<file path="src/design/annexb_pkg.sv">
// ----------------------------------------------------------------------------
// annexb_pkg
// shared constants for the annex b nal unit splitter
// ----------------------------------------------------------------------------
package annexb_pkg;

    localparam int POSITION_BITS_DEF = 32;

    localparam int BYTE_W = 8;
    localparam int WIN_W  = 32;
    localparam int TYPE_W = 6;
    localparam int SIZE_W = 32;
    localparam int CLEN_W = 3;
    localparam int PRIM_W = 2;
    localparam int HDR_W  = 3;

    localparam logic [WIN_W-1:0]  WIN_MARK_BIT = 32'h0100_0000;
    localparam logic [WIN_W-1:0]  FOUR_CODE    = 32'h0000_0001;
    localparam logic [23:0]       THREE_CODE   = 24'h00_0001;
    localparam logic [HDR_W-1:0]  HEADER_BYTES = 3'd4;
    localparam logic [PRIM_W-1:0] PRIME_BYTES  = 2'd3;
    localparam logic [CLEN_W-1:0] CODE_LEN_3   = 3'd3;
    localparam logic [CLEN_W-1:0] CODE_LEN_4   = 3'd4;

endpackage

</file>
<file path="src/design/annexb_nal_unit_splitter.sv">
// ----------------------------------------------------------------------------
// annexb_nal_unit_splitter
// scans an h.265 annex b byte stream for start codes and reports each nal unit
//
//   channel | direction | handshake            | payload
//   in      | input     | in_valid / in_ready  | stream_byte, final_byte
//   out     | output    | out_valid / out_ready| nal_kind, nal_length,
//           |           |                      | nalu_position, start_code_length
//
// one byte per clock while in_ready is high; each beat is scanned in the cycle
// it is accepted and a unit report appears in the output register on the next cycle.
// in_ready drops only while a report waits and out_ready is low.
// rst_n clears the scanner and the output valid flag; no clearing pass.
// after the final byte the scanner returns to its reset state.
// ----------------------------------------------------------------------------
module annexb_nal_unit_splitter
    import annexb_pkg::*;
#(
    parameter int POSITION_BITS = POSITION_BITS_DEF
)
(
    input  logic                clk,
    input  logic                rst_n,
    input  logic                in_valid,
    output logic                in_ready,
    input  logic [BYTE_W-1:0]   stream_byte,
    input  logic                final_byte,
    output logic                out_valid,
    input  logic                out_ready,
    output logic [TYPE_W-1:0]   nal_kind,
    output logic [SIZE_W-1:0]   nal_length,
    output logic [SIZE_W-1:0]   nalu_position,
    output logic [CLEN_W-1:0]   start_code_length
);

    localparam int EXT_W = (POSITION_BITS > SIZE_W) ? POSITION_BITS : SIZE_W;

    logic [WIN_W-1:0]         window_reg, window_next;
    logic [POSITION_BITS-1:0] bytes_seen_reg, bytes_seen_next;
    logic [PRIM_W-1:0]        priming_reg, priming_next;
    logic [HDR_W-1:0]         header_reg, header_next;
    logic [POSITION_BITS-1:0] unit_start_reg, unit_start_next;
    logic [CLEN_W-1:0]        unit_clen_reg, unit_clen_next;
    logic [TYPE_W-1:0]        unit_type_reg, unit_type_next;
    logic                     unit_open_reg, unit_open_next;

    logic                     out_valid_reg, out_valid_next;
    logic [TYPE_W-1:0]        type_reg, type_next;
    logic [SIZE_W-1:0]        size_reg, size_next;
    logic [SIZE_W-1:0]        pos_reg, pos_next;
    logic [CLEN_W-1:0]        clen_reg, clen_next;

    logic                     accept;
    logic                     may_search;
    logic                     produce;
    logic [WIN_W-1:0]         shifted;
    logic [CLEN_W-1:0]        code_len;
    logic [POSITION_BITS-1:0] here;
    logic [POSITION_BITS-1:0] end_at;
    logic [EXT_W-1:0]         unit_len;
    logic [TYPE_W-1:0]        report_type;

    assign in_ready = ~out_valid_reg | out_ready;
    assign accept   = in_valid & in_ready;
    assign shifted  = {window_reg[WIN_W-BYTE_W-1:0], stream_byte};

    always_comb
    begin
        bytes_seen_next = bytes_seen_reg;
        window_next     = window_reg;
        priming_next    = priming_reg;
        header_next     = header_reg;
        unit_start_next = unit_start_reg;
        unit_clen_next  = unit_clen_reg;
        unit_type_next  = unit_type_reg;
        unit_open_next  = unit_open_reg;
        report_type     = unit_type_reg;
        may_search      = 1'b0;
        produce         = 1'b0;
        code_len        = '0;
        here            = '0;
        end_at          = '0;

        if (bytes_seen_reg != '1)
        begin
            bytes_seen_next = bytes_seen_reg + 1'b1;
        end

        // window update: priming, header skip or plain scan
        if (priming_reg < PRIME_BYTES)
        begin
            window_next  = shifted;
            priming_next = priming_reg + 1'b1;
            if (priming_reg == PRIME_BYTES - 1'b1)
            begin
                window_next = shifted | WIN_MARK_BIT;
                may_search  = 1'b1;
            end
        end
        else if (header_reg != '0)
        begin
            if (header_reg == HEADER_BYTES)
            begin
                unit_type_next = stream_byte[TYPE_W:1];
                report_type    = stream_byte[TYPE_W:1];
            end
            window_next = shifted;
            header_next = header_reg - 1'b1;
            if (header_reg == 3'd1)
            begin
                window_next = WIN_MARK_BIT | {8'h00, shifted[23:0]};
                may_search  = 1'b1;
            end
        end
        else
        begin
            window_next = shifted;
            may_search  = 1'b1;
        end

        if (window_next == FOUR_CODE)
        begin
            code_len = CODE_LEN_4;
        end
        else if (window_next[23:0] == THREE_CODE)
        begin
            code_len = CODE_LEN_3;
        end
        here = bytes_seen_next - POSITION_BITS'(code_len);

        if (final_byte)
        begin
            produce         = unit_open_reg;
            end_at          = bytes_seen_next;
            bytes_seen_next = '0;
            window_next     = '0;
            priming_next    = '0;
            header_next     = '0;
            unit_start_next = '0;
            unit_clen_next  = '0;
            unit_type_next  = '0;
            unit_open_next  = 1'b0;
        end
        else if (may_search && (code_len != '0))
        begin
            produce         = unit_open_reg;
            end_at          = here;
            unit_start_next = here;
            unit_clen_next  = code_len;
            unit_open_next  = 1'b1;
            header_next     = HEADER_BYTES;
        end

        unit_len = EXT_W'(end_at) - EXT_W'(unit_start_reg) - EXT_W'(unit_clen_reg);
    end

    always_comb
    begin
        out_valid_next = out_valid_reg & ~out_ready;
        type_next      = type_reg;
        size_next      = size_reg;
        pos_next       = pos_reg;
        clen_next      = clen_reg;
        if (accept && produce)
        begin
            out_valid_next = 1'b1;
            type_next      = report_type;
            size_next      = unit_len[SIZE_W-1:0];
            pos_next       = SIZE_W'(EXT_W'(unit_start_reg));
            clen_next      = unit_clen_reg;
        end
    end

    always_ff @(posedge clk or negedge rst_n)
    begin
        if (!rst_n)
        begin
            window_reg     <= '0;
            bytes_seen_reg <= '0;
            priming_reg    <= '0;
            header_reg     <= '0;
            unit_start_reg <= '0;
            unit_clen_reg  <= '0;
            unit_type_reg  <= '0;
            unit_open_reg  <= 1'b0;
            out_valid_reg  <= 1'b0;
        end
        else
        begin
            out_valid_reg <= out_valid_next;
            if (accept)
            begin
                window_reg     <= window_next;
                bytes_seen_reg <= bytes_seen_next;
                priming_reg    <= priming_next;
                header_reg     <= header_next;
                unit_start_reg <= unit_start_next;
                unit_clen_reg  <= unit_clen_next;
                unit_type_reg  <= unit_type_next;
                unit_open_reg  <= unit_open_next;
            end
        end
    end

    always_ff @(posedge clk)
    begin
        type_reg <= type_next;
        size_reg <= size_next;
        pos_reg  <= pos_next;
        clen_reg <= clen_next;
    end

    assign out_valid         = out_valid_reg;
    assign nal_kind          = type_reg;
    assign nal_length        = size_reg;
    assign nalu_position     = pos_reg;
    assign start_code_length = clen_reg;

    // header skip only after priming and only inside an open unit
    a_header_after_prime: assert property (@(posedge clk) disable iff (!rst_n)
        (header_reg != '0) |-> (priming_reg == PRIME_BYTES) && unit_open_reg)
        else $error("header skip outside an open unit");

    a_header_range: assert property (@(posedge clk) disable iff (!rst_n)
        header_reg <= HEADER_BYTES)
        else $error("header count out of range");

    a_open_code_len: assert property (@(posedge clk) disable iff (!rst_n)
        unit_open_reg |-> (unit_clen_reg == CODE_LEN_3) || (unit_clen_reg == CODE_LEN_4))
        else $error("open unit without a valid start code length");

    a_report_from_beat: assert property (@(posedge clk) disable iff (!rst_n)
        $rose(out_valid_reg) |-> $past(accept && unit_open_reg))
        else $error("report without an accepted beat on an open unit");

endmodule

</file>
<file path="config.mk">
export PLATFORM = sky130hd
export DESIGN_NAME = annexb_nal_unit_splitter
export DESIGN_NICKNAME = d
export VERILOG_FILES = /design/src/design/annexb_pkg.sv /design/src/design/annexb_nal_unit_splitter.sv
export SDC_FILE = /design/constraint.sdc
export NUM_CORES = 1
export LEC_CHECK = 0
export BUFFER_PORTS_ARGS = -buffer_cell sky130_fd_sc_hd__buf_4
export CORE_UTILIZATION = 28
export CTS_BUF_LIST = sky130_fd_sc_hd__clkbuf_4 sky130_fd_sc_hd__clkbuf_8
export DETAILED_ROUTE_END_ITERATION = 8
export PLACE_DENSITY = 0.52
export SKIP_LAST_GASP = 1
export SYNTH_ARGS = -nofsm -noshare
export SYNTH_HDL_FRONTEND = slang
export SYNTH_SLANG_ARGS = --single-unit
</file>
<file path="constraint.sdc">
create_clock -name clk -period 17.7 [get_ports clk]
set_clock_uncertainty 0.2 [all_clocks]
set_input_delay 5.31 -clock clk [delete_from_list [all_inputs] [get_ports clk]]
set_output_delay 5.31 -clock clk [all_outputs]
set_load 0.01 [all_outputs]
</file>
**Word-level counts from Yosys, hierarchy flattened**

Cells that the tools add are included.

- $add $sub $neg: 6
- $lt $le $gt $ge: 1
- Equal/unequal tests: 7
- Muxes and demuxes: 34
- Bitwise logic cells: 5
- Reduce and logical (&&, ||, !) cells: 10

Operators with widths:

| operator | number |
|---|---|
| 32-bit two-way mux | 9 |
| 32-bit by 3-bit subtractor with 32-bit output | 2 |
| 32-bit by 1-bit adder with 32-bit output (second input constant) | 1 |
| 32-bit by 1-bit equality test with 1-bit output (second input constant) | 1 |
| 32-bit != test (second input constant) | 1 |
| 32-bit subtractor | 1 |
| 25-bit two-way mux | 1 |
| 24-bit by 1-bit equality test with 1-bit output (second input constant) | 1 |
| 24-bit two-way mux | 1 |
| 6-bit two-way mux | 4 |
| 3-bit two-way mux | 7 |
| 1-bit two-way mux | 9 |
| 3-bit nonzero test | 3 |
| 2-bit two-way mux | 3 |
| 2-bit AND reduction | 2 |
| 2-bit nonzero test | 2 |
| 3-bit by 1-bit equality test with 1-bit output (second input constant) | 1 |
| 3-bit equality test (second input constant) | 1 |
| 3-bit by 2-bit != test with 1-bit output (second input constant) | 1 |
| 3-bit AND reduction | 1 |
| 3-bit by 1-bit subtractor with 3-bit output (second input constant) | 1 |
| 2-bit by 1-bit adder with 2-bit output (second input constant) | 1 |
| 1-bit AND | 2 |
| 2-bit equality test (second input constant) | 1 |
| 4 further kinds | 6 |

- Register bits after elaboration: 177
- Input port bits: 13
- Output and inout bits: 75
- Word-level logic and storage cells: 76

**Depth between registers and ports, before layout**

Gate-level depths: netlist of run 1.

- Depth after elaboration: 13
- Mapped depth: 31
- Depth with buffers taken out: 30

**Worst setup path after synthesis of run 1**

OpenSTA, ideal clock, no wires.

- Path kind: input to register
- From: in stream_byte[1]
- To: reg size_reg[30], in the netlist nal_length[30] (data pin)
- Setup time: 259 ps
- Data arrival time: 10984 ps
- Required time: 17241 ps
- Path slack: 6257 ps
- Cell stages on the path: 27
- Buffers on the path: 1
- Cell sequence: nor4b_1 nand4_1 or2_2 nor2_1 ha_1 fa_1 nor2b_1 or4_4 or3_1 buf_2 nor2_1 nand3_1 mux2_1 a22oi_2 ha_1 inv_1 ha_1 a21o_1 a21o_1 a21o_1 a21o_1 a21o_1 a41o_1 a221oi_1 o21bai_1 a41oi_1 xnor2_1

- Longest elaborated chain between the ends: 12
- Elaborated cells between the ends (all ways): 15
- Those cells by class: 3 x add/sub; 2 x eq/ne; 8 x mux; 2 x reduce/logical

Ends and longest elaborated chain:

| item | RTL line | source |
|---|---|---|
| start, declared | annexb_nal_unit_splitter.sv:26 | `input logic [BYTE_W-1:0] stream_byte,` |
| 32-bit two-way mux | annexb_nal_unit_splitter.sv:109 | `if (header_reg == 3'd1)` |
| 32-bit two-way mux | annexb_nal_unit_splitter.sv:100 | `else if (header_reg != '0)` |
| 32-bit two-way mux (*) | annexb_nal_unit_splitter.sv:90 | `if (priming_reg < PRIME_BYTES)` |
| 24-bit by 1-bit equality test with 1-bit output | annexb_nal_unit_splitter.sv:125 | `else if (window_next[23:0] == THREE_CODE)` |
| 2-bit two-way mux | annexb_nal_unit_splitter.sv:125 |  |
| 3-bit two-way mux (*) | annexb_nal_unit_splitter.sv:121 | `if (window_next == FOUR_CODE)` |
| branches (longest 2 deep; another with 32-bit by 3-bit subtractor with 32-bit output) | n/a |  |
| 32-bit two-way mux (*) | annexb_nal_unit_splitter.sv:144 | `else if (may_search && (code_len != '0))` |
| 32-bit two-way mux (*) | annexb_nal_unit_splitter.sv:131 | `if (final_byte)` |
| 32-bit subtractor (*) | annexb_nal_unit_splitter.sv:154 | `unit_len = EXT_W'(end_at) - EXT_W'(unit_start_reg) - EXT_W'(unit_clen_reg);` |
| 32-bit by 3-bit subtractor with 32-bit output (*) | annexb_nal_unit_splitter.sv:154 |  |
| net unit_len[30] | annexb_nal_unit_splitter.sv:60 | `logic [EXT_W-1:0] unit_len;` |
| end signal, assigned | annexb_nal_unit_splitter.sv:208 | `size_reg <= size_next;` |
| end, declared | annexb_nal_unit_splitter.sv:49 | `logic [SIZE_W-1:0] size_reg, size_next;` |

Mark *: on every way through the listed nets, which the timed path passes.
A chain may end at the register's enable or synchronous reset.

**Worst setup path after layout of run 1**

- From: in stream_byte[1]
- To: reg size_reg[31], in the netlist nal_length[31] (data pin)

The elaborated chain is that of the path after synthesis.

==> results of run 1 <==
-- cell families (layout without fill, tap and decap cells) --
kind of cell	count (synthesis)	after routing	synth area share, %
and+or+nand+nor	414	414	18.3
AOI/OAI and AO/OA	288	288	16.3
DFF	175	175	42.3
buffers and inverters	149	211	5.21
xor gates and xnor gates	84	84	6.64
adders and majority gates	72	72	8.31
muxes	31	31	2.95
-- per-stage QoR --
| stage | utilization, % | std cells |
|---|---|---|
| floorplan | - | 1213 |
| global placement | 31.6 | 1761 |
| detailed placement | 31.6 | 1761 |
| CTS | 32.6 | 1793 |
| global route | 32.6 | 1793 |
| finish | 32.6 | 1793 |
-- where the power goes --
| part | total (mW) | internal [mW] | switching [mW] |
|---|---|---|---|
| Combinational | 0.309 | 0.135 | 0.173 |
| Clock | 0.287 | 0.107 | 0.180 |
| Sequential | 0.462 | 0.447 | 0.0154 |
-- routing by layer --
| metal | track usage, % | vias to the layer above | wire [µm] |
|---|---|---|---|
| met2 | 23.3 | 165 | 13200 |
| met5 | 0 | - | 0 |
| met4 | 4.44 | 0 | 460 |
| met3 | 2.43 | 21 | 1060 |
| met1 | 19.4 | 4183 | 13700 |
| li1 | - | 4418 | - |
-- synthesized netlist by cell type (all sizes together) (9+ instances only) --
cell | count | area (µm²)
and3 | 12 | 75.1
o21ai | 93 | 465
ha | 68 | 851
inv | 82 | 308
nor2 | 85 | 319
or3 | 9 | 56.3
xor2 | 24 | 210
dfrtp | 103 | 2580
a21o | 24 | 180
nand3 | 29 | 145
nor3 | 43 | 220
clkbuf | 42 | 159
mux2 | 16 | 180
xnor2 | 60 | 533
buf | 24 | 113
mux2i | 15 | 150
nand4 | 19 | 144
a21oi | 67 | 339
a22oi | 19 | 148
nand2 | 150 | 563
nor4 | 17 | 158
edfxtp | 72 | 2160
a22o | 21 | 184
-- worst paths after layout --
check | from | endpoint | slack [ns] | cells after the start
max | stream_byte[1] | nal_length[31] | 5.51 | 27
min | window_reg[18] | window_reg[18] | 0.28 | 2
max reg2reg | bytes_seen_reg[18] | nal_length[30] | 9.49 | 29
min reg2reg | window_reg[18] | window_reg[18] | 0.28 | 2
max in group asynchronous | rst_n | unit_start_reg[10] | 11.44 | 2
min in group asynchronous | rst_n | unit_type_reg[1] | 4.62 | 1
-- placed cells by master, fill, tap and decap left out, drive strengths merged, types with 6 or more instances in the layout --
master / count
ha: 68
nor2: 85
mux2: 16
clkbuf: 17
clkinv: 9
a22o: 21
or2: 7
nor2b: 6
buf: 96
a21oi: 67
a31oi: 7
nand3: 29
xnor2: 60
and4: 8
nand2: 150
mux2i: 15
edfxtp: 72
or3: 9
and3: 12
dfrtp: 103
and2: 7
a211oi: 6
a21o: 24
inv: 88
o21ai: 93
o21bai: 6
or4: 8
nor4: 17
o31ai: 7
xor2: 24
nor3: 43
a22oi: 19
nand4: 19
-- critical path, cell delays in order --
cell and delay, ns:
buf_4 0.12, nor4b_1 0.50, nand4_1 0.30, or2_2 0.38, nor2_1 0.33, ha_1 0.25
fa_1 0.19, nor2b_1 0.08, or4_4 0.58, or3_1 0.50, nor2_1 0.27, nand2_1 0.08
a21oi_1 0.13, a21oi_1 0.07, ha_1 0.31, inv_1 0.04, ha_1 0.34, and2_1 0.18
nand3_1 0.14, inv_1 0.10, nand3_1 0.07, a211oi_1 0.47, o21ai_0 0.30, a21oi_1 0.43
a311oi_1 0.24, a221oi_1 0.40, xnor2_1 0.12
-- layout make-up --
| cell class | instances | area (µm²) |
|---|---|---|
| fillers | 4039 | 26300 |
| multi-input cells | 889 | 5900 |
| flip-flops and latches | 175 | 4740 |
| repair buffers | 96 | 721 |
| well taps | 518 | 648 |
| inverters | 83 | 312 |
| clock buffers | 17 | 234 |
| clock inverters | 15 | 169 |
==> out/results.ini, run 1 <==
[final_layout]
design_area_um2=12700
nNetsFinal=1347
final_layout_size_suffix_gt1_share_pct=13.3
antennaDiodeCount=0
area.growth.synth_to_final_pct=13.6

[drt]
total_number_of_vias=8787
drt_iter0_markers=519
drt-pass1-iter-count=5
viasPerCell=4.90
drc_markers=0
wirelength_um=28400
antenna_violating_nets_post_route=0
route.detailed.wl_per_inst_um=15.8

[pwr]
worst_case_vdd_ir_drop_v=0.0000466
powerDensity_nw_per_um2=83.1
cellLeakagePower_nw=5.45
p_total_mw=1.06

[sta]
final-hold-violation-count=0
final-max-slew-violation-count=0
finalCritPeriodShare_pct=68.8
timing.setup.tns_ns=0
timing.final.crit_period_ns=12.19
worst_tran_pin_value_ns=0.950
postLayoutSetupSlackWorst_ns=5.51
max_freq_mhz=82.1
finalHoldWorstSlack_ns=0.281
relSlewSlack_pct=36.5
number_of_endpoints_failing_setup_at_the_final_stage=0
rsz0062_at_grt=no

[clock_tree]
tritoncts_num_sinks=175
clk_path_buf_depth=2
postCtsSetupBuffers=0
cts_buffers=17
cts_resized=0
path_clk_slew_ns=0.12
clkLatencyLatePin_ns=0.51
cts-hold-fix-buffers=0
cts-root-buf=clkbuf_8
clock_tree_from_tritoncts=done
h-tree-depth=4

[critical_path]
critical_path_required_ns=17.76
timing.critical_path.fanout_max=7
crit_arrival_ns=12.25
critPathCaptureType=register
criticalPathCategory=primary input to register
kind_of_start_point_of_the_critical_path=primary input

[synthesis]
synth_edf_count=72
post_synth.cell_area_avg_um2=9.23
post_synth_instance_area_um2=11200
ys_ff_latch=175
yosys_warnings=0
syn-num-nets=1298
synth_ff_type=dfrtp_1
ys_seq_area_share_pct=42.3
netlist_instances=1213
postSynth.asyncResetShare_pct=58.9
netlist-cell-type-count=74

[run_status]
status=completed

[grt]
grt_overflow=0
pin_count_of_the_biggest_net_entering_global_routing=88
first_pass_grt_wire_length_um=46600
initial_antenna_violation_count=0
groute.usage.overall_pct=14.4
first_global_vias=8502

[floorplan]
core_area_um2=39000
die_area_um2=40800
die_width_um=202
die_y_um=202
placementRows=72
floorplan.initialDensity_pct=28.7
boundaryPins=88

[placement]
routability_driven_placement_congestion_ratio=0.830
dpl_cell_area_um2=12300
post-dp-hpwl_um=20500
place.port_buffers=87
post-place-ws_ns=4.94

[worst_hold_path]
holdCritPathClass=register to register

[job]
max-cap-violations=0

(Power assumes the default switching activity.)
==> run 2: changes to the inputs <==
==> constraint.sdc (replaced) <==
create_clock -name clk -period 11.65 [get_ports clk]
set_clock_uncertainty 0.2 [all_clocks]
set_input_delay 3.495 -clock clk [delete_from_list [all_inputs] [get_ports clk]]
set_output_delay 3.495 -clock clk [all_outputs]
set_load 0.01 [all_outputs]
==> run 2 against run 1 <==
Against the previous run: core utilization about the same; highest routed layer unchanged; register-to-register slack got worse by 6.1 ns; design area about the same; die area is the same; critical path type unchanged; first-iteration DRC count is 9.1% higher; sequential power rose by 52%; via count is 0.35% higher; non-clock buffer count rose by 1; largest cell class unchanged; routed wire length is 1.0% higher; hold slack got worse by 0.0045 ns; setup slack got worse by 4.4 ns; global-route usage is essentially flat.
==> out/results.ini, run 2 (synthesized netlist as in run 1, its figures left out) <==
[floorplan]
boundaryPins=88
die_y_um=202
floorplan.initialDensity_pct=28.7
die_area_um2=40800
placementRows=72
die_width_um=202
core_area_um2=39000

[final_layout]
fillerInstances=4062
antennaDiodeCount=0
area.growth.synth_to_final_pct=13.7
fin_util_pct=32.6
final_common_cell=nand2_1
final_layout_size_suffix_gt1_share_pct=13.3
layout_common_cells=nand2_1, dfrtp_1, buf_4
nNetsFinal=1348
instances_no_fill=1794

[clock_tree]
clk_path_buf_depth=2
h-tree-depth=4
path_clk_slew_ns=0.09
cts_resized=0
cts-hold-fix-buffers=0
postCtsSetupBuffers=0
clock_tree_from_tritoncts=done
cts-root-buf=clkbuf_8
clkLatencyLatePin_ns=0.49
tritoncts_num_sinks=175
cts_buffers=17

[sta]
worst_tran_pin_value_ns=1.06
timing.final.crit_period_ns=10.54
final-max-slew-violation-count=0
finalCritPeriodShare_pct=90.5
final-hold-violation-count=0
max_freq_mhz=94.9
timing.setup.tns_ns=0
relSlewSlack_pct=29.1
rsz0062_at_grt=no
finalHoldWorstSlack_ns=0.277
number_of_endpoints_failing_setup_at_the_final_stage=0

[drt]
route.detailed.wl_per_inst_um=16.0
viasPerCell=4.92
wirelength_um=28700
drt-pass1-iter-count=5
drc_markers=0
total_number_of_vias=8818
antenna_violating_nets_post_route=0
drt_iter0_markers=566

[pwr]
switchingPower_mw=0.536
p_seq_share_pct=43.3
power_frac_clock_pct=27.5
cellLeakagePower_nw=5.46
worst_case_vdd_ir_drop_v=0.0000716
p_total_mw=1.62
internal_power_component_mw=1.09
powerDensity_nw_per_um2=128
switching_portion_of_total_power_pct=33.0
p_comb_share_pct=29.2

[critical_path]
kind_of_start_point_of_the_critical_path=primary input
crit_slowest_cell=nor4b_1
critPathCaptureType=register
slowest_delay_ns=0.59
critical_path.top_delay_family=simple AND/OR/NAND/NOR gates
crit_arrival_ns=10.59
criticalPathCategory=primary input to register
timing.critical_path.fanout_max=6
critical_path_required_ns=11.70
rr_worst_depth=29
worstPathBufferInverterCount=3
cp.depth=30
timing.critical_path.mode_cell=a21o_1

[grt]
global_route.usage.met2_pct=23.2
most_used_routing_layer=met2
grt_overflow=0
first_global_vias=8579
first_pass_grt_wire_length_um=46700
pin_count_of_the_biggest_net_entering_global_routing=88
groute.usage.overall_pct=14.4
grtUsageMet3_pct=2.39
gr-usage-met1_pct=19.6
initial_antenna_violation_count=1

[worst_hold_path]
hold-path-cell-count=2
holdCritPathClass=register to register

[run_status]
status=completed

[job]
max-cap-violations=0

[placement]
place.detailed.instances=1762
post-dp-hpwl_um=20500
place.port_buffers=87
routability_driven_placement_congestion_ratio=0.838

## run 2: cell count changes in the layout (fill, tap and decap cells not counted), sizes merged
| cell | delta |
|---|---|
| inv | -1 |
| buf | +1 |
| clkinv | -2 |
| bufinv | +2 |
| clkbuf | +1 |
## run 2: path summary, 6_finish.rpt
check	startpoint	end	slack, ns
max in group asynchronous	rst_n	unit_start_reg[6]	7.16
worst max-delay path	stream_byte[1]	nal_length[30]	1.11
worst max register to register	bytes_seen_reg[17]	nal_length[30]	3.44
worst min register to register	window_reg[18]	window_reg[18]	0.28
min in group asynchronous	rst_n	unit_type_reg[2]	2.82
worst min-delay path	window_reg[18]	window_reg[18]	0.28
## run 2: cell type report
cell class	instances	area (µm²)	share of cell area, %
multi-input cells	889	5900	46.3
flip-flops and latches	175	4740	37.2
repair buffers	97	728	5.72
well taps	518	648	5.09
inverters	83	312	2.45
clock buffers	18	248	1.95
clock inverters	14	155	1.22
## run 2: layer usage
| layer | up-vias | part of all wire, % |
|---|---|---|
| met2 | 173 | 46 |
| met5 | - | 0 |
| met1 | 4183 | 48 |
| li1 | 4428 | - |
| met3 | 34 | 3.5 |
| met4 | 0 | 1.7 |
## run 2: tightest hold or removal path: cells and delay by family, from the launching register on
kind / cells / cell delay [ns]
flip-flops: 1 / 0.35
AO/OA/AOI/OAI: 1 / 0.05
AND/OR/NAND/NOR: 1 / 0.04
## run 2: stage by stage
step | worst slack, ns | area [µm²]
final | 1.11 | 12700
after global routing | 0.613 | 12700
after CTS | 1.21 | 12700
after detailed placement | 0.693 | 12300
after global placement | 0.830 | 12300
after floorplan | 2.02 | 11200
## run 2: power by group through the flow
stage          clock network (mW)  logic (mW)  registers [mW]
3_5_place_dp                    0       0.476           0.715
2_1_floorplan                   0       0.381           0.701
3_3_place_gp                    0       0.467           0.715
6_report                    0.447       0.474           0.703
4_1_cts                     0.465       0.477           0.702
5_1_grt                     0.487       0.532           0.706
